$ cat config.mk
export PLATFORM = sky130hd
export DESIGN_NAME = servo_response_deframer
export DESIGN_NICKNAME = d
export VERILOG_FILES = /design/src/design/srd_pkg.sv /design/src/design/srd_parser.sv /design/src/design/srd_fifo.sv /design/src/design/srd_out_stage.sv /design/src/design/servo_response_deframer.sv
export SDC_FILE = /design/constraint.sdc
export NUM_CORES = 1
export LEC_CHECK = 0
export BUFFER_PORTS_ARGS = -buffer_cell sky130_fd_sc_hd__buf_4
export CORE_UTILIZATION = 63
export CTS_CLUSTER_SIZE = 20
export DETAILED_ROUTE_END_ITERATION = 16
export PLACE_DENSITY = 0.87
export SYNTH_ARGS = -nofsm -noshare
export SYNTH_HDL_FRONTEND = slang
export SYNTH_SLANG_ARGS = --single-unit
$ cat constraint.sdc
create_clock -name clk -period 4.7 [get_ports clk]
set_clock_uncertainty 0.15 [all_clocks]
set_input_delay 0.235 -clock clk [delete_from_list [all_inputs] [get_ports clk]]
set_output_delay 0.235 -clock clk [all_outputs]
set_load 0.05 [all_outputs]
$ cat src/design/srd_pkg.sv
// ----------------------------------------------------------------------------
// srd_pkg
// Shared types, constants and the checksum verdict for the servo deframer.
// ----------------------------------------------------------------------------
package srd_pkg;

    localparam logic [7:0] HDR_BYTE      = 8'hFF;
    localparam logic [7:0] CK_MASK       = 8'hFE;
    localparam logic [7:0] MIN_SIZE      = 8'h07;
    localparam logic [7:0] MAX_SIZE_RST  = 8'd64;

    localparam int FIFO_DEPTH = 4;
    localparam int PTR_W      = $clog2(FIFO_DEPTH);
    localparam int CNT_W      = $clog2(FIFO_DEPTH + 1);

    typedef logic [1:0] status_t;

    localparam status_t ST_OK       = 2'd0;
    localparam status_t ST_CK1_BAD  = 2'd1;
    localparam status_t ST_CK2_BAD  = 2'd2;
    localparam status_t ST_BAD_SIZE = 2'd3;

    typedef struct packed {
        logic [7:0] servo_id;
        logic [7:0] command;
        logic [7:0] data_byte;
        logic [7:0] data_index;
        logic       data_valid;
        logic       is_last;
        status_t    status;
    } result_t;

    typedef struct packed {
        logic full;
        logic empty;
    } fifo_status_t;

    // checksum1 is judged first; checksum2 only counts when checksum1 matched
    function automatic status_t verdict(input logic [7:0] xor_val,
                                        input logic [7:0] ck1,
                                        input logic [7:0] ck2);
        status_t st;
        if ((xor_val & CK_MASK) != ck1)
            st = ST_CK1_BAD;
        else if ((~xor_val & CK_MASK) != ck2)
            st = ST_CK2_BAD;
        else
            st = ST_OK;
        return st;
    endfunction

endpackage

$ cat src/design/srd_parser.sv
// ----------------------------------------------------------------------------
// srd_parser
// Front end: hunts the header, captures packet fields and classifies bytes.
// ----------------------------------------------------------------------------
module srd_parser
(
    input  logic            clk,
    input  logic            rst_n,
    input  logic            cfg_wr_en,
    input  logic [7:0]      cfg_wr_data,
    input  logic            accept,
    input  logic [7:0]      rx_byte,
    output logic            push,
    output srd_pkg::result_t push_data
);
    import srd_pkg::*;

    localparam logic [2:0] PH_HUNT = 3'd0;
    localparam logic [2:0] PH_SIZE = 3'd1;
    localparam logic [2:0] PH_ID   = 3'd2;
    localparam logic [2:0] PH_CMD  = 3'd3;
    localparam logic [2:0] PH_CK1  = 3'd4;
    localparam logic [2:0] PH_CK2  = 3'd5;
    localparam logic [2:0] PH_DATA = 3'd6;

    logic [2:0] state_reg, state_next;
    logic       prev_ff_reg, prev_ff_next;
    logic [7:0] size_reg, size_next;
    logic [7:0] id_reg, id_next;
    logic [7:0] cmd_reg, cmd_next;
    logic [7:0] ck1_reg, ck1_next;
    logic [7:0] ck2_reg, ck2_next;
    logic [7:0] xor_reg, xor_next;
    logic [7:0] count_reg, count_next;
    logic [7:0] max_size_reg;

    logic [7:0] payload_len;
    logic [8:0] idx_plus;
    logic       data_last;

    assign payload_len = size_reg - MIN_SIZE;
    assign idx_plus    = {1'b0, count_reg} + 9'd1;
    assign data_last   = (idx_plus >= {1'b0, payload_len});

    always_comb
    begin
        state_next   = state_reg;
        prev_ff_next = prev_ff_reg;
        size_next    = size_reg;
        id_next      = id_reg;
        cmd_next     = cmd_reg;
        ck1_next     = ck1_reg;
        ck2_next     = ck2_reg;
        xor_next     = xor_reg;
        count_next   = count_reg;
        push         = 1'b0;
        push_data    = '0;
        if (accept)
        begin
            unique case (state_reg)
                PH_HUNT:
                begin
                    if (rx_byte == HDR_BYTE && prev_ff_reg)
                    begin
                        state_next   = PH_SIZE;
                        prev_ff_next = 1'b0;
                    end
                    else
                    begin
                        prev_ff_next = (rx_byte == HDR_BYTE);
                    end
                end
                PH_SIZE:
                begin
                    if (rx_byte < MIN_SIZE || rx_byte > max_size_reg)
                    begin
                        push              = 1'b1;
                        push_data.is_last = 1'b1;
                        push_data.status  = ST_BAD_SIZE;
                        state_next        = PH_HUNT;
                        prev_ff_next      = 1'b0;
                    end
                    else
                    begin
                        size_next  = rx_byte;
                        xor_next   = rx_byte;
                        count_next = '0;
                        state_next = PH_ID;
                    end
                end
                PH_ID:
                begin
                    id_next    = rx_byte;
                    xor_next   = xor_reg ^ rx_byte;
                    state_next = PH_CMD;
                end
                PH_CMD:
                begin
                    cmd_next   = rx_byte;
                    xor_next   = xor_reg ^ rx_byte;
                    state_next = PH_CK1;
                end
                PH_CK1:
                begin
                    ck1_next   = rx_byte;
                    state_next = PH_CK2;
                end
                PH_CK2:
                begin
                    ck2_next = rx_byte;
                    if (size_reg <= MIN_SIZE)
                    begin
                        // empty payload: this byte closes the packet
                        push               = 1'b1;
                        push_data.servo_id = id_reg;
                        push_data.command  = cmd_reg;
                        push_data.is_last  = 1'b1;
                        push_data.status   = verdict(xor_reg, ck1_reg, rx_byte);
                        state_next         = PH_HUNT;
                        prev_ff_next       = 1'b0;
                    end
                    else
                    begin
                        state_next = PH_DATA;
                    end
                end
                PH_DATA:
                begin
                    xor_next             = xor_reg ^ rx_byte;
                    count_next           = idx_plus[7:0];
                    push                 = 1'b1;
                    push_data.servo_id   = id_reg;
                    push_data.command    = cmd_reg;
                    push_data.data_byte  = rx_byte;
                    push_data.data_index = count_reg;
                    push_data.data_valid = 1'b1;
                    if (data_last)
                    begin
                        push_data.is_last = 1'b1;
                        push_data.status  = verdict(xor_reg ^ rx_byte, ck1_reg, ck2_reg);
                        state_next        = PH_HUNT;
                        prev_ff_next      = 1'b0;
                    end
                end
                default:
                begin
                    state_next   = PH_HUNT;
                    prev_ff_next = 1'b0;
                end
            endcase
        end
    end

    always_ff @(posedge clk or negedge rst_n)
    begin
        if (!rst_n)
        begin
            state_reg    <= PH_HUNT;
            prev_ff_reg  <= 1'b0;
            size_reg     <= '0;
            id_reg       <= '0;
            cmd_reg      <= '0;
            ck1_reg      <= '0;
            ck2_reg      <= '0;
            xor_reg      <= '0;
            count_reg    <= '0;
            max_size_reg <= MAX_SIZE_RST;
        end
        else
        begin
            state_reg   <= state_next;
            prev_ff_reg <= prev_ff_next;
            size_reg    <= size_next;
            id_reg      <= id_next;
            cmd_reg     <= cmd_next;
            ck1_reg     <= ck1_next;
            ck2_reg     <= ck2_next;
            xor_reg     <= xor_next;
            count_reg   <= count_next;
            if (cfg_wr_en)
                max_size_reg <= cfg_wr_data;
        end
    end

endmodule

$ cat src/design/srd_fifo.sv
// ----------------------------------------------------------------------------
// srd_fifo
// Short result queue between the parser and the output stage.
// ----------------------------------------------------------------------------
module srd_fifo
(
    input  logic                 clk,
    input  logic                 rst_n,
    input  logic                 push,
    input  srd_pkg::result_t     push_data,
    input  logic                 pop,
    output srd_pkg::result_t     head,
    output srd_pkg::fifo_status_t status
);
    import srd_pkg::*;

    result_t           mem_reg [FIFO_DEPTH];
    logic [PTR_W-1:0]  wr_ptr_reg;
    logic [PTR_W-1:0]  rd_ptr_reg;
    logic [CNT_W-1:0]  count_reg;

    localparam logic [PTR_W-1:0] PTR_LAST  = PTR_W'(FIFO_DEPTH - 1);
    localparam logic [CNT_W-1:0] CNT_DEPTH = CNT_W'(FIFO_DEPTH);

    assign head         = mem_reg[rd_ptr_reg];
    assign status.full  = (count_reg == CNT_DEPTH);
    assign status.empty = (count_reg == '0);

    always_ff @(posedge clk)
    begin
        if (push)
            mem_reg[wr_ptr_reg] <= push_data;
    end

    always_ff @(posedge clk or negedge rst_n)
    begin
        if (!rst_n)
        begin
            wr_ptr_reg <= '0;
            rd_ptr_reg <= '0;
            count_reg  <= '0;
        end
        else
        begin
            if (push)
                wr_ptr_reg <= (wr_ptr_reg == PTR_LAST) ? '0 : wr_ptr_reg + 1'b1;
            if (pop)
                rd_ptr_reg <= (rd_ptr_reg == PTR_LAST) ? '0 : rd_ptr_reg + 1'b1;
            if (push && !pop)
                count_reg <= count_reg + 1'b1;
            else if (pop && !push)
                count_reg <= count_reg - 1'b1;
        end
    end

`ifndef NO_ASSERTIONS
    a_no_overflow: assert property (@(posedge clk) disable iff (!rst_n)
        push |-> !status.full)
        else $error("result queue overflow");

    a_no_underflow: assert property (@(posedge clk) disable iff (!rst_n)
        pop |-> !status.empty)
        else $error("result queue underflow");

    a_count_track: assert property (@(posedge clk) disable iff (!rst_n)
        (push && !pop) |=> count_reg == $past(count_reg) + 1'b1)
        else $error("queue count lost a push");

    a_ptr_gap: assert property (@(posedge clk) disable iff (!rst_n)
        (count_reg != '0 && count_reg != CNT_DEPTH) |-> wr_ptr_reg != rd_ptr_reg)
        else $error("queue pointers disagree with count");
`endif

endmodule

$ cat src/design/srd_out_stage.sv
// ----------------------------------------------------------------------------
// srd_out_stage
// Back end: output register that drains the result queue.
// ----------------------------------------------------------------------------
module srd_out_stage
(
    input  logic                  clk,
    input  logic                  rst_n,
    input  srd_pkg::result_t      head,
    input  srd_pkg::fifo_status_t fifo_status,
    output logic                  pop,
    input  logic                  out_stall,
    output logic                  out_valid,
    output srd_pkg::result_t      out_data
);
    import srd_pkg::*;

    logic    valid_reg;
    result_t data_reg;

    // load whenever the register is empty or its beat leaves this cycle
    assign pop       = !fifo_status.empty && (!valid_reg || !out_stall);
    assign out_valid = valid_reg;
    assign out_data  = data_reg;

    always_ff @(posedge clk)
    begin
        if (pop)
            data_reg <= head;
    end

    always_ff @(posedge clk or negedge rst_n)
    begin
        if (!rst_n)
            valid_reg <= 1'b0;
        else if (pop)
            valid_reg <= 1'b1;
        else if (!out_stall)
            valid_reg <= 1'b0;
    end

endmodule

$ cat src/design/servo_response_deframer.sv
// ----------------------------------------------------------------------------
// servo_response_deframer
// Deframes smart-servo reply packets from a received byte stream.
// ----------------------------------------------------------------------------
// Usage:
//   Input channel (in_valid / in_stall / rx_byte) takes one received byte per
//   beat. The block hunts for two 0xFF header bytes, then captures size, id,
//   command, checksum1 and checksum2, then size-7 payload bytes.
//   Output channel (out_valid / out_stall / result fields) gives one beat per
//   payload byte, the last of which carries the verdict; a bad size byte gives
//   one last beat with status 3 at once, and an empty payload closes on the
//   checksum2 byte.
//   cfg_wr_en / cfg_wr_data write max_packet_bytes (reset 64); write it only
//   while the block is idle.
// Throughput: one byte per cycle while in_stall is low, as the parser updates
//   on every accepted byte. Path: the parser writes each result into the
//   4-entry queue at the edge that accepts its byte; the output register then
//   loads from the queue once it is empty or its beat leaves.
// Reset: the parser returns to header hunt, the queue and output empty.
// Receiver stall: the output beat holds; the queue absorbs up to four more
//   results, and in_stall rises only when the queue is full.
// ----------------------------------------------------------------------------
module servo_response_deframer
(
    input  logic       clk,
    input  logic       rst_n,
    input  logic       cfg_wr_en,
    input  logic [7:0] cfg_wr_data,
    input  logic       in_valid,
    output logic       in_stall,
    input  logic [7:0] rx_byte,
    output logic       out_valid,
    input  logic       out_stall,
    output logic [7:0] servo_id,
    output logic [7:0] command,
    output logic [7:0] data_byte,
    output logic [7:0] data_index,
    output logic       data_valid,
    output logic       is_last,
    output logic [1:0] status
);
    import srd_pkg::*;

    logic         accept;
    logic         push;
    logic         pop;
    result_t      push_data;
    result_t      head;
    result_t      out_data;
    fifo_status_t fifo_status;

    // hold input while the queue has no room; full comes from a registered count
    assign in_stall = fifo_status.full;
    assign accept   = in_valid && !in_stall;

    srd_parser u_parser
    (
        .clk         (clk),
        .rst_n       (rst_n),
        .cfg_wr_en   (cfg_wr_en),
        .cfg_wr_data (cfg_wr_data),
        .accept      (accept),
        .rx_byte     (rx_byte),
        .push        (push),
        .push_data   (push_data)
    );

    srd_fifo u_fifo
    (
        .clk       (clk),
        .rst_n     (rst_n),
        .push      (push),
        .push_data (push_data),
        .pop       (pop),
        .head      (head),
        .status    (fifo_status)
    );

    srd_out_stage u_out
    (
        .clk         (clk),
        .rst_n       (rst_n),
        .head        (head),
        .fifo_status (fifo_status),
        .pop         (pop),
        .out_stall   (out_stall),
        .out_valid   (out_valid),
        .out_data    (out_data)
    );

    assign servo_id   = out_data.servo_id;
    assign command    = out_data.command;
    assign data_byte  = out_data.data_byte;
    assign data_index = out_data.data_index;
    assign data_valid = out_data.data_valid;
    assign is_last    = out_data.is_last;
    assign status     = out_data.status;

endmodule
Yosys cells after proc, flatten, opt, wreduce, memory -nomap -nowiden
Memory sizes are Yosys's and may differ from the RTL's. A register that Yosys moved wholly into a read port is not among the register bits.
Index checks and enable logic that the tools add are counted.
{"block": "classes", "n_addsub": 6, "multipliers": 0, "div": 0, "order_cmp": 4, "n_eq_ne": 20, "shifts": 0, "muxes": 38, "bitwise": 5, "reduce_logical": 29}
{"operator": "$mux 36", "n": 1}
{"operator": "$ne 8x8->1", "n": 4}
{"operator": "$pmux 16 s2", "n": 1}
{"operator": "$pmux 8 s2", "n": 2}
{"operator": "$mux 3", "n": 8}
{"operator": "$pmux 3 s7", "n": 1}
{"operator": "$mux 17", "n": 1}
{"operator": "$mux 16", "n": 1}
{"operator": "$mux 8", "n": 2}
{"operator": "$not 8->8", "n": 2}
{"operator": "$mux 2", "n": 7}
{"operator": "$eq 3x3->1 const B", "n": 4}
{"operator": "$reduce_and 3->1", "n": 4}
{"operator": "$mux 1", "n": 11}
{"operator": "$ne 2x1->1 const B", "n": 5}
{"operator": "$add 8x1->9 const B", "n": 1}
{"operator": "$ge 9x8->1", "n": 1}
{"operator": "$pmux 3 s3", "n": 1}
{"operator": "$eq 8x8->1 const B", "n": 1}
{"operator": "$gt 8x8->1", "n": 1}
{"operator": "$le 8x3->1 const B", "n": 1}
{"operator": "$lt 8x3->1 const B", "n": 1}
{"operator": "$reduce_and 2->1", "n": 4}
{"operator": "$sub 8x3->8 const B", "n": 1}
{"operator": "other kinds (18)", "n": 36}
{"block": "word_totals", "register_bits": 76, "latchBits": 0, "ram_bits": 144, "romBits": 0, "in_bits": 21, "out_inout_bits": 38, "word_cells": 117, "n_memories": 1}
{"name": "u_fifo.mem_reg", "depth": 4, "width": 36, "read_ports": 1, "rd_ports_with_merged_regs": 1, "wr": 1, "line_no": "srd_fifo.sv:17", "source": "result_t mem_reg [FIFO_DEPTH];"}

Longest topological paths before layout
Gate-level depths: netlist of run 1.
{"block": "logic_depth", "depth_word": 9, "ltp_mapped": 13, "depth_no_buf": 13}

Modules after synthesis
From an unflattened synthesis of run 1, not the netlist that was laid out.
{"block": "unflattened", "hier_cells": 675, "area_unflattened_um2": 10805.4}
{"mod": "srd_fifo", "instances": 1, "cells_each": 225, "area_per_inst_um2": 5617.9, "seq_area_each_um2": 4499.3}
{"mod": "srd_parser", "instances": 1, "cells_each": 410, "area_per_inst_um2": 4052.6, "seq_area_each_um2": 1677.9}
{"mod": "srd_out_stage", "instances": 1, "cells_each": 39, "area_per_inst_um2": 1121.1, "seq_area_each_um2": 1106.1}
{"mod": "servo_response_deframer", "instances": 1, "cells_each": 1, "area_per_inst_um2": 13.8, "seq_area_each_um2": 0.0}

Worst setup path before layout of run 1
Ideal clock, no wire load.
{"block": "synth_path", "path_kind": "register -> register", "start": "register u_parser.max_size_reg[6]", "end": "memory u_fifo.mem_reg[3][0] in the netlist's numbering (enable)", "setup_time_ps": 397, "arrival_time_ps": 2697, "required_time_ps": 4153, "setup_slack_ps": 1456, "path_stages_with_launch": 8, "path_buffers": 0, "synth_period_minus_slack_ps": 3244, "cell_sequence": "dfstp_2 inv_1 ha_1 nand4_1 a211oi_1 nor2_1 a211oi_4 and2_1"}
{"block": "synth_between", "elab_chain_len": 7}
{"item": "start: declaration", "line_no": "srd_parser.sv:35", "source": "logic [7:0] max_size_reg;"}
{"item": "start signal: assignment", "line_no": "srd_parser.sv:181", "source": "max_size_reg <= cfg_wr_data;"}
{"item": "$gt 8x8->1", "line_no": "srd_parser.sv:75", "source": "if (rx_byte < MIN_SIZE || rx_byte > max_size_reg)"}
{"item": "$logic_or 1x1->1", "line_no": "srd_parser.sv:75"}
{"item": "$mux 1", "line_no": "srd_parser.sv:75"}
{"item": "$pmux 1 s3", "line_no": "srd_parser.sv:60", "source": "unique case (state_reg)"}
{"item": "$mux 1", "line_no": "srd_parser.sv:58", "source": "if (accept)"}
{"item": "named net push", "line_no": "servo_response_deframer.sv:45", "source": "logic push;"}
{"item": "$mux 1", "line_no": "srd_fifo.sv:31", "source": "if (push)"}
{"item": "$mux 1 (not written as such)", "line_no": "srd_fifo.sv:32", "source": "mem_reg[wr_ptr_reg] <= push_data;"}
{"item": "end: declaration", "line_no": "srd_fifo.sv:17"}
The timed path passes the listed nets, and every way through them passes these cells.

Final worst setup path of run 1
{"block": "layout_path", "start": "input port rx_byte[1]", "end": "register u_fifo.count_reg[2]"}
{"block": "layout_between", "elab_chain_len": 8, "elab_cells_between_ends": 11, "cone_classes": "order compare (2); mux (4); reduce/logical (5)"}
{"item": "start: declaration", "line_no": "servo_response_deframer.sv:31", "source": "input logic [7:0] rx_byte,"}
{"item": "$lt 8x3->1 or $gt 8x8->1 (tied branches)", "line_no": "srd_parser.sv:75"}
{"item": "$logic_or 1x1->1 (*)", "line_no": "srd_parser.sv:75"}
{"item": "$mux 1 (*)", "line_no": "srd_parser.sv:75"}
{"item": "$pmux 1 s3 (*)", "line_no": "srd_parser.sv:60"}
{"item": "$mux 1 (*)", "line_no": "srd_parser.sv:58"}
{"item": "named net push", "line_no": "servo_response_deframer.sv:45"}
{"item": "$logic_not 1->1", "line_no": "srd_fifo.sv:51", "source": "else if (pop && !push)"}
{"item": "$logic_and 1x1->1", "line_no": "srd_fifo.sv:51"}
{"item": "$reduce_bool 2->1 (no source line)"}
{"item": "end signal: assignment", "line_no": "srd_fifo.sv:50", "source": "count_reg <= count_reg + 1'b1;"}
{"item": "end signal: assignment", "line_no": "srd_fifo.sv:52", "source": "count_reg <= count_reg - 1'b1;"}
{"item": "end: declaration", "line_no": "srd_fifo.sv:20", "source": "logic [CNT_W-1:0] count_reg;"}
The timed path passes the listed nets; every way through them passes the cells marked *.
A chain may end at the register's enable or synchronous reset.

==> results of run 1 <==
-- per-stage QoR --
| stage | instance area [um^2] | power [W] | setup WS [ns] |
|---|---|---|---|
| floorplan | 10800 | 0.00521 | 1.46 |
| global placement | 11500 | 0.00574 | 1.21 |
| detailed placement | 11500 | 0.00586 | 1.06 |
| CTS | 12600 | 0.00783 | 1.01 |
| global route | 12600 | 0.00816 | 0.728 |
| finish | 12600 | 0.00783 | 0.975 |
-- power groups by stage --
stage | combinational, W | sequential [W] | clock (W)
floorplan | 0.00151 | 0.00370 | 0
finish | 0.00251 | 0.00340 | 0.00192
CTS | 0.00251 | 0.00339 | 0.00193
detailed placement | 0.00244 | 0.00342 | 0
global route | 0.00268 | 0.00346 | 0.00201
global placement | 0.00236 | 0.00338 | 0
-- critical path, cell delays in order --
cell and delay, ns:
dlygate4sd3_1 0.53, buf_4 0.19, ha_1 0.30, nor2b_1 0.18, o211ai_1 0.13, a211oi_1 0.58
nor2_1 0.19, a211oi_4 0.44, ha_1 0.25, inv_1 0.07, fa_1 0.44, xor2_1 0.17
nor2_1 0.13, xor2_1 0.17
-- cells in the mapped netlist, drive strengths merged, types with 2 or more instances --
cell type  number  area (um^2)
ha             24          300
nand3          13         70.1
nand2          68          255
buf            19          103
xnor2          23          201
mux2i           7         70.1
clkbuf         14         53.8
nor2b           5         33.8
edfxtp        180         5410
o21ai          23          115
or3             2         12.5
a21o            6         45.0
inv            19         71.3
and2           21          131
dfrtp          74         1850
xor2           20          175
a211oi          3         35.0
nor4            9         77.6
nand2b          3         18.8
o211ai          3         22.5
mux4           36          811
nor2           14         55.1
nand4           6         37.5
and3           16          105
o2bb2ai         4         41.3
mux2           34          383
a21oi          24          120
nor3            8         45.0
a2111oi         2         17.5
o311ai          2         25.0
a31oi           2         12.5
-- kinds of logic after synthesis --
logic type	count (synthesis)
AO/OA/AOI/OAI	72
XOR/XNOR	43
adder cells (fa/ha/maj)	25
buffers and inverters	52
flip-flops	255
multiplexers	77
AND/OR/NAND/NOR	172
-- worst max-delay path by stage --
stage                                         startpoint                               to  slack [ns]  cells past startpoint
floorplan           u_parser.max_size_reg[6]$_DFFE_PN1P_   u_fifo.mem_reg[3][0]$_DFFE_PP_        1.46                      7
global placement    u_parser.max_size_reg[6]$_DFFE_PN1P_  u_fifo.count_reg[2]$_DFFE_PN0P_        1.21                     12
detailed placement                            rx_byte[0]  u_fifo.count_reg[2]$_DFFE_PN0P_        1.06                     13
CTS                                           rx_byte[0]  u_fifo.count_reg[2]$_DFFE_PN0P_        1.01                     14
global route                                  rx_byte[1]  u_fifo.count_reg[2]$_DFFE_PN0P_        0.73                     14
finish                                        rx_byte[1]  u_fifo.count_reg[2]$_DFFE_PN0P_        0.98                     14
-- layout make-up --
cell class                      count  area share [%]
Multi-Input combinational cell    389            26.4
Antenna cell                        1          0.0199
Clock buffer                       33            5.29
Tap cell                          220            2.19
Timing Repair Buffer              101            6.68
Inverter                           19           0.567
Sequential cell                   255            57.9
Clock inverter                     13           0.915
-- metal layers --
layer | up-vias | part of all wire (%) | global-route usage (%)
met5 | - | 0 | 0
met1 | 3208 | 40 | 36.4
met2 | 284 | 52 | 48.8
li1 | 2801 | - | -
met4 | 0 | 2.4 | 8.52
met3 | 53 | 5.6 | 2.78
==> results_tabular.tex, run 1 <==
\begin{tabular}{lr}
\hline
Metric & Value \\
\hline
\multicolumn{2}{l}{\textbf{Run status}} \\
Run status & finished, final reports clean \\
\multicolumn{2}{l}{\textbf{Final layout}} \\
Area used by sequential logic in the layout & 7280 um\^{}2 \\
Commonest cells after routing, fill and taps aside & edfxtp\_1, dfrtp\_1, nand2\_1, buf\_4, mux4\_2 \\
Share of cells above drive strength 1 & 23.1\% \\
Most common cell after layout, fill and taps aside & edfxtp\_1 \\
Final layout net count & 837 \\
Synthesis-to-layout area growth & 16.1\% \\
Post-layout util & 75.3\% \\
Flip-flop count of the largest register, all copies and words added & 144 \\
Area of combinational cells with multiple inputs & 3320 um\^{}2 \\
Number of cells in the finished layout apart from fillers & 1031 \\
Layout filler cell count & 922 \\
\multicolumn{2}{l}{\textbf{CTS}} \\
H-tree depth reported by CTS & 1 \\
Clock Latency Late Sink & 0.52 ns \\
CTS tree & done \\
Postcts setup bufs & 0 \\
Number of clock sinks & 255 \\
Number of hold-repair buffers added at the cts stage & 33 \\
Root buffer cell & clkbuf\_16 \\
Total CTS buffers & 25 \\
Worst-case clock buffer depth & 3 \\
CTS clk-pin slew, worst paths & 0.06 ns \\
Count of cells resized by post-cts repair & 0 \\
\multicolumn{2}{l}{\textbf{GRT}} \\
Grt total ovfl & 0 \\
Number of antenna violations at the first check in global routing & 1 \\
First-pass GRT wire length & 36800 um \\
GR Util All Layers & 27.6\% \\
Largest net degree at the start of global routing & 76 \\
Via count of the first global-routing pass & 6506 \\
\multicolumn{2}{l}{\textbf{Route}} \\
Final routed DRC violation total & 0 \\
DRC marker count from the first detailed-route iteration & 686 \\
Routed wire length & 23500 um \\
Via-to-Cell Ratio & 6.16 \\
DR vias & 6346 \\
Remaining antenna violation count & 0 \\
Post-detailed-route wirelength per cell & 22.8 um \\
Total iterations of the first detailed-routing run & 5 \\
\multicolumn{2}{l}{\textbf{Timing}} \\
Hold Worst Slack & 0.262 ns \\
Minimum period implied by the final worst setup slack & 3.72 ns \\
Unrepaired setup endpoints after global routing & no \\
Final setup viols & 0 \\
Pins over their slew limit & 0 \\
Final hold vios & 0 \\
Fin crit share & 79.3\% \\
Final-layout setup total negative slack & 0 ns \\
Slew at the pin closest to its max-slew limit & 0.944 ns \\
Relative slew margins & 37.1\% \\
Achievable frequency & 268 MHz \\
\multicolumn{2}{l}{\textbf{Yosys}} \\
Post-synth ARST share & 29.4\% \\
Number of instances in the synthesized netlist & 696 \\
Ys Warns & 0 \\
Mean Syn Cell Area & 15.6 um\^{}2 \\
Synth Area in XOR/XNOR & 3.48\% \\
Distinct cells, synth & 58 \\
Flop and latch count out of synthesis & 255 \\
Post-synthesis simple-gate area fraction & 8.34\% \\
Largest family of logic cells by synthesized area & multiplexers \\
Part of the Yosys area used for sequential elements & 67.2\% \\
Number of synthesized flops with an enable pin & 180 \\
Synth Area in Compound Gates & 4.25\% \\
Area of the mapped netlist & 10800 um\^{}2 \\
Synth Flop Type & edfxtp\_1 \\
Synthesized Nets & 742 \\
Synthesized-area fraction occupied by adder cells & 2.96\% \\
Fraction of synthesized area in multiplexers & 11.7\% \\
\multicolumn{2}{l}{\textbf{Placed design}} \\
DP HPWL & 13800 um \\
Cell Count Post-Placement & 951 \\
GP Congestion & 0.871 \\
Input/output buffers & 58 \\
\multicolumn{2}{l}{\textbf{Floorplanning}} \\
Die span in y & 133 um \\
Area of the die & 17700 um\^{}2 \\
Number of top-level design ports & 59 \\
Chip width & 133 um \\
Effective utilization at floorplan & 64.9\% \\
Number of core rows & 47 \\
Core Footprint & 16700 um\^{}2 \\
\multicolumn{2}{l}{\textbf{Power}} \\
Static leakage & 4.86 nW \\
Share of power burned in combinational logic & 32.1\% \\
Power Dens Cells & 622 nW/um\^{}2 \\
Maximum VDD drop & 0.427 mV \\
Cell internal pwr & 0.00513 W \\
Switching power of the nets & 0.00269 W \\
Proportion of total power due to net switching & 34.4\% \\
Proportion of power drawn by the clock network & 24.5\% \\
Reg power frac & 43.5\% \\
\multicolumn{2}{l}{\textbf{Setup path}} \\
Required time worst endpoint & 4.98 ns \\
Kind of start point of the critical path & input port \\
Worst Path Class, Setup & input port to register \\
CP Max Fanout & 11 \\
Path depth of the worst reg2reg path & 12 \\
Startpoint of the worst-slack reg-to-reg timing path & u\_parser.max\_size\_reg[6]\$\_DFFE\_PN1P\_ \\
Worst EP arrival & 4.00 ns \\
R2r endpoint & u\_fifo.count\_reg[2]\$\_DFFE\_PN0P\_ \\
R2R setup slack & 1.03 ns \\
Type of element capturing the critical path & register \\
\multicolumn{2}{l}{\textbf{Hold path}} \\
Classification of the worst-slack hold path & input port to async pin \\
\multicolumn{2}{l}{\textbf{Job}} \\
Max-Cap Viols & 0 \\
\hline
\end{tabular}
Power figures use the tool's default switching activity.
==> run 2: changes to the inputs <==
Settings changed: ABC_AREA from default to 1, CORE_UTILIZATION 63 to 55, PLACE_DENSITY 0.87 to 0.81.
Clock period 4.7 ns to 3.4 ns, I/O delays scaled along.
==> run 2 against run 1 <==
Register-to-register slack worse by 0.72 ns. Via count up 25%. First-iteration DRC count up 12%. Power up 15%. Critical endpoint unchanged.
==> results_tabular.tex, run 2 <==
\begin{tabular}{lr}
\hline
Metric & Value \\
\hline
\multicolumn{2}{l}{\textbf{Setup path}} \\
Type of element capturing the critical path & register \\
CP Max Fanout & 4 \\
Delay of the slowest critical-path stage & 0.52 ns \\
Worst EP arrival & 3.36 ns \\
Ordered list of cells on the worst path & inv\_1, ha\_1, nand2\_1, nor2\_1, nand2\_1, nand2\_1, nand2\_1, nand2\_2, nand2\_2, nand2\_1, nand2\_2, inv\_1, ha\_1, inv\_1, fa\_1, a21oi\_1, o21ai\_0, xnor2\_1 \\
Worst Path Class, Setup & register to register \\
Kind of start point of the critical path & register \\
Slowest cell on the critical path & dfstp\_2 \\
Required time worst endpoint & 3.67 ns \\
Critical Path Most Common Cell & nand2\_1 \\
R2R setup slack & 0.31 ns \\
\multicolumn{2}{l}{\textbf{Route}} \\
Final routed DRC violation total & 0 \\
DR vias & 7953 \\
DRC marker count from the first detailed-route iteration & 767 \\
Met3 routed wirelength & 1350 um \\
Top layer in use & met5 \\
Routed met1 length & 9890 um \\
Via-to-Cell Ratio & 5.53 \\
Routed wire length & 23300 um \\
Total iterations of the first detailed-routing run & 5 \\
Post-detailed-route wirelength per cell & 16.2 um \\
Remaining antenna violation count & 0 \\
Met2 layer wire length in the routed design & 11400 um \\
\multicolumn{2}{l}{\textbf{Floorplanning}} \\
Chip width & 144 um \\
Effective utilization at floorplan & 56.8\% \\
Die span in y & 144 um \\
Number of top-level design ports & 59 \\
Core Footprint & 19700 um\^{}2 \\
Number of core rows & 51 \\
Area of the die & 20900 um\^{}2 \\
\multicolumn{2}{l}{\textbf{Run status}} \\
Run status & finished, final reports clean \\
\multicolumn{2}{l}{\textbf{Power}} \\
Final Power & 0.00902 W \\
Power Dens Cells & 694 nW/um\^{}2 \\
Maximum VDD drop & 0.432 mV \\
Static leakage & 5.41 nW \\
\multicolumn{2}{l}{\textbf{CTS}} \\
Count of cells resized by post-cts repair & 0 \\
Clock Latency Late Sink & 0.53 ns \\
Total CTS buffers & 24 \\
Worst-case clock buffer depth & 3 \\
Number of hold-repair buffers added at the cts stage & 33 \\
CTS tree & done \\
Number of clock sinks & 255 \\
Root buffer cell & clkbuf\_16 \\
H-tree depth reported by CTS & 1 \\
Postcts setup bufs & 0 \\
CTS clk-pin slew, worst paths & 0.06 ns \\
\multicolumn{2}{l}{\textbf{Placed design}} \\
Place WS & 0.400 ns \\
GP Congestion & 0.861 \\
DP HPWL & 13700 um \\
Input/output buffers & 58 \\
Cell Count Post-Placement & 1362 \\
\multicolumn{2}{l}{\textbf{Timing}} \\
Fin crit share & 90.8\% \\
Relative slew margins & 33.8\% \\
Unrepaired setup endpoints after global routing & no \\
Final hold vios & 0 \\
Minimum period implied by the final worst setup slack & 3.09 ns \\
Pins over their slew limit & 0 \\
Post-layout worst setup margin & 0.313 ns \\
Slew at the pin closest to its max-slew limit & 0.993 ns \\
Final setup viols & 0 \\
Achievable frequency & 324 MHz \\
\multicolumn{2}{l}{\textbf{Yosys}} \\
Flop and latch count out of synthesis & 255 \\
Ys Warns & 0 \\
Number of instances in the synthesized netlist & 1066 \\
Top cells by area in the synthesized netlist & edfxtp\_1, dfrtp\_1, nand2\_1 \\
Number of synthesized flops with an enable pin & 180 \\
Area of the mapped netlist & 11200 um\^{}2 \\
Synth Flop Type & edfxtp\_1 \\
Post-synth ARST share & 29.4\% \\
Distinct cells, synth & 39 \\
Mean Syn Cell Area & 10.5 um\^{}2 \\
Fraction of synthesized cell area taken by the top area cell type & 48.5\% \\
Most common cell in the synthesized netlist & nand2\_1 \\
Synthesized Nets & 1112 \\
Leading cell types by count after synthesis & nand2\_1, edfxtp\_1, nor2\_1 \\
Part of the Yosys area used for sequential elements & 65.3\% \\
Largest area contributor in the netlist & edfxtp\_1 \\
\multicolumn{2}{l}{\textbf{Final layout}} \\
Commonest cells after routing, fill and taps aside & nand2\_1, edfxtp\_1, nor2\_1 \\
Inserted Diodes & 0 \\
Number of cells in the finished layout apart from fillers & 1439 \\
Post-layout util & 66.1\% \\
Final layout net count & 1202 \\
Synthesis-to-layout area growth & 16.4\% \\
Share of cells above drive strength 1 & 13.1\% \\
Flip-flop count of the largest register, all copies and words added & 144 \\
Most common cell after layout, fill and taps aside & nand2\_1 \\
\multicolumn{2}{l}{\textbf{GRT}} \\
First-pass GRT wire length & 37500 um \\
Largest net degree at the start of global routing & 76 \\
Via count of the first global-routing pass & 7521 \\
GR Util All Layers & 23.3\% \\
Grt total ovfl & 0 \\
Number of antenna violations at the first check in global routing & 1 \\
\multicolumn{2}{l}{\textbf{Hold path}} \\
Classification of the worst-slack hold path & input port to register \\
\multicolumn{2}{l}{\textbf{Job}} \\
Max-Cap Viols & 0 \\
\hline
\end{tabular}
run 2: cell types whose count changed in the layout (fill, tap and decap cells not counted), sizes merged, moves of 21 or more:
cell and delta:
mux4 -36, inv +70, mux2 -33, o21ai +109, nand2 +173, and2 -21, o22ai +36, nor2 +144
run 2: per-layer routing:
| layer | track usage (%) | vias to the layer above |
|---|---|---|
| met1 | 30.9 | 3810 |
| met5 | 0 | - |
| li1 | - | 3790 |
| met3 | 3.11 | 51 |
| met4 | 7.37 | 2 |
| met2 | 40.0 | 300 |
run 2: where the power goes:
part           total [W]  internal (W)  switching (W)  leakage, nW
clock network    0.00257       0.00144        0.00112        0.365
logic            0.00265      0.000753        0.00190         2.21
registers        0.00380       0.00371      0.0000891         2.84
total            0.00902       0.00591        0.00311         5.41
run 2: worst paths after layout:
check	startpoint	to	depth (start not counted)
min in group asynchronous	rst_n	u_parser.count_reg[0]$_DFFE_PN0P_	2
worst min register to register	u_parser.id_reg[6]$_DFFE_PN0P_	u_parser.id_reg[6]$_DFFE_PN0P_	2
worst max-delay path	u_parser.max_size_reg[6]$_DFFE_PN1P_	u_fifo.count_reg[2]$_DFFE_PN0P_	18
worst min-delay path	in_valid	u_fifo.mem_reg[0][3]$_DFFE_PP_	3
max in group asynchronous	rst_n	u_fifo.rd_ptr_reg[0]$_DFFE_PN0P_	2
worst max register to register	u_parser.max_size_reg[6]$_DFFE_PN1P_	u_fifo.count_reg[2]$_DFFE_PN0P_	18
run 2: layout make-up:
| cell class | instances | area [um^2] |
|---|---|---|
| Clock inverter | 16 | 130 |
| Inverter | 90 | 338 |
| Timing Repair Buffer | 103 | 906 |
| Multi-Input combinational cell | 682 | 3380 |
| Sequential cell | 255 | 7280 |
| Clock buffer | 28 | 616 |
| Fill cell | 1436 | 6670 |
| Tap cell | 265 | 332 |
run 2: cells by family (layout without fill, tap and decap cells):
logic type | after synthesis | count (layout) | share of synthesized area (%)
and+or+nand+nor | 451 | 451 | 16.5
AOI/OAI and AO/OA | 192 | 192 | 9.50
adders and majority gates | 25 | 25 | 2.87
buffers and inverters | 129 | 237 | 4.67
DFF | 255 | 255 | 65.3
muxes | 1 | 1 | 0.101
xor gates and xnor gates | 13 | 13 | 1.02
run 2: metrics by stage:
stage	hold WS [ns]	instance area [um^2]	TNS (ns)
after floorplan	-0.276	11200	-28.89
after global routing	0.0683	13000	0
after global placement	0.232	11900	0
final	0.0614	13000	0
after detailed placement	0.234	11900	0
after CTS	0.0522	13000	0
run 2: worst max-delay path, delay by kind of cell, from the launching register on:
family          cells  cell delay [ns]
simple gates        9             0.90
fa+ha+maj           3             0.84
flops               1             0.52
compound gates      2             0.25
buf+inv             3             0.19
xor+xnor            1             0.13
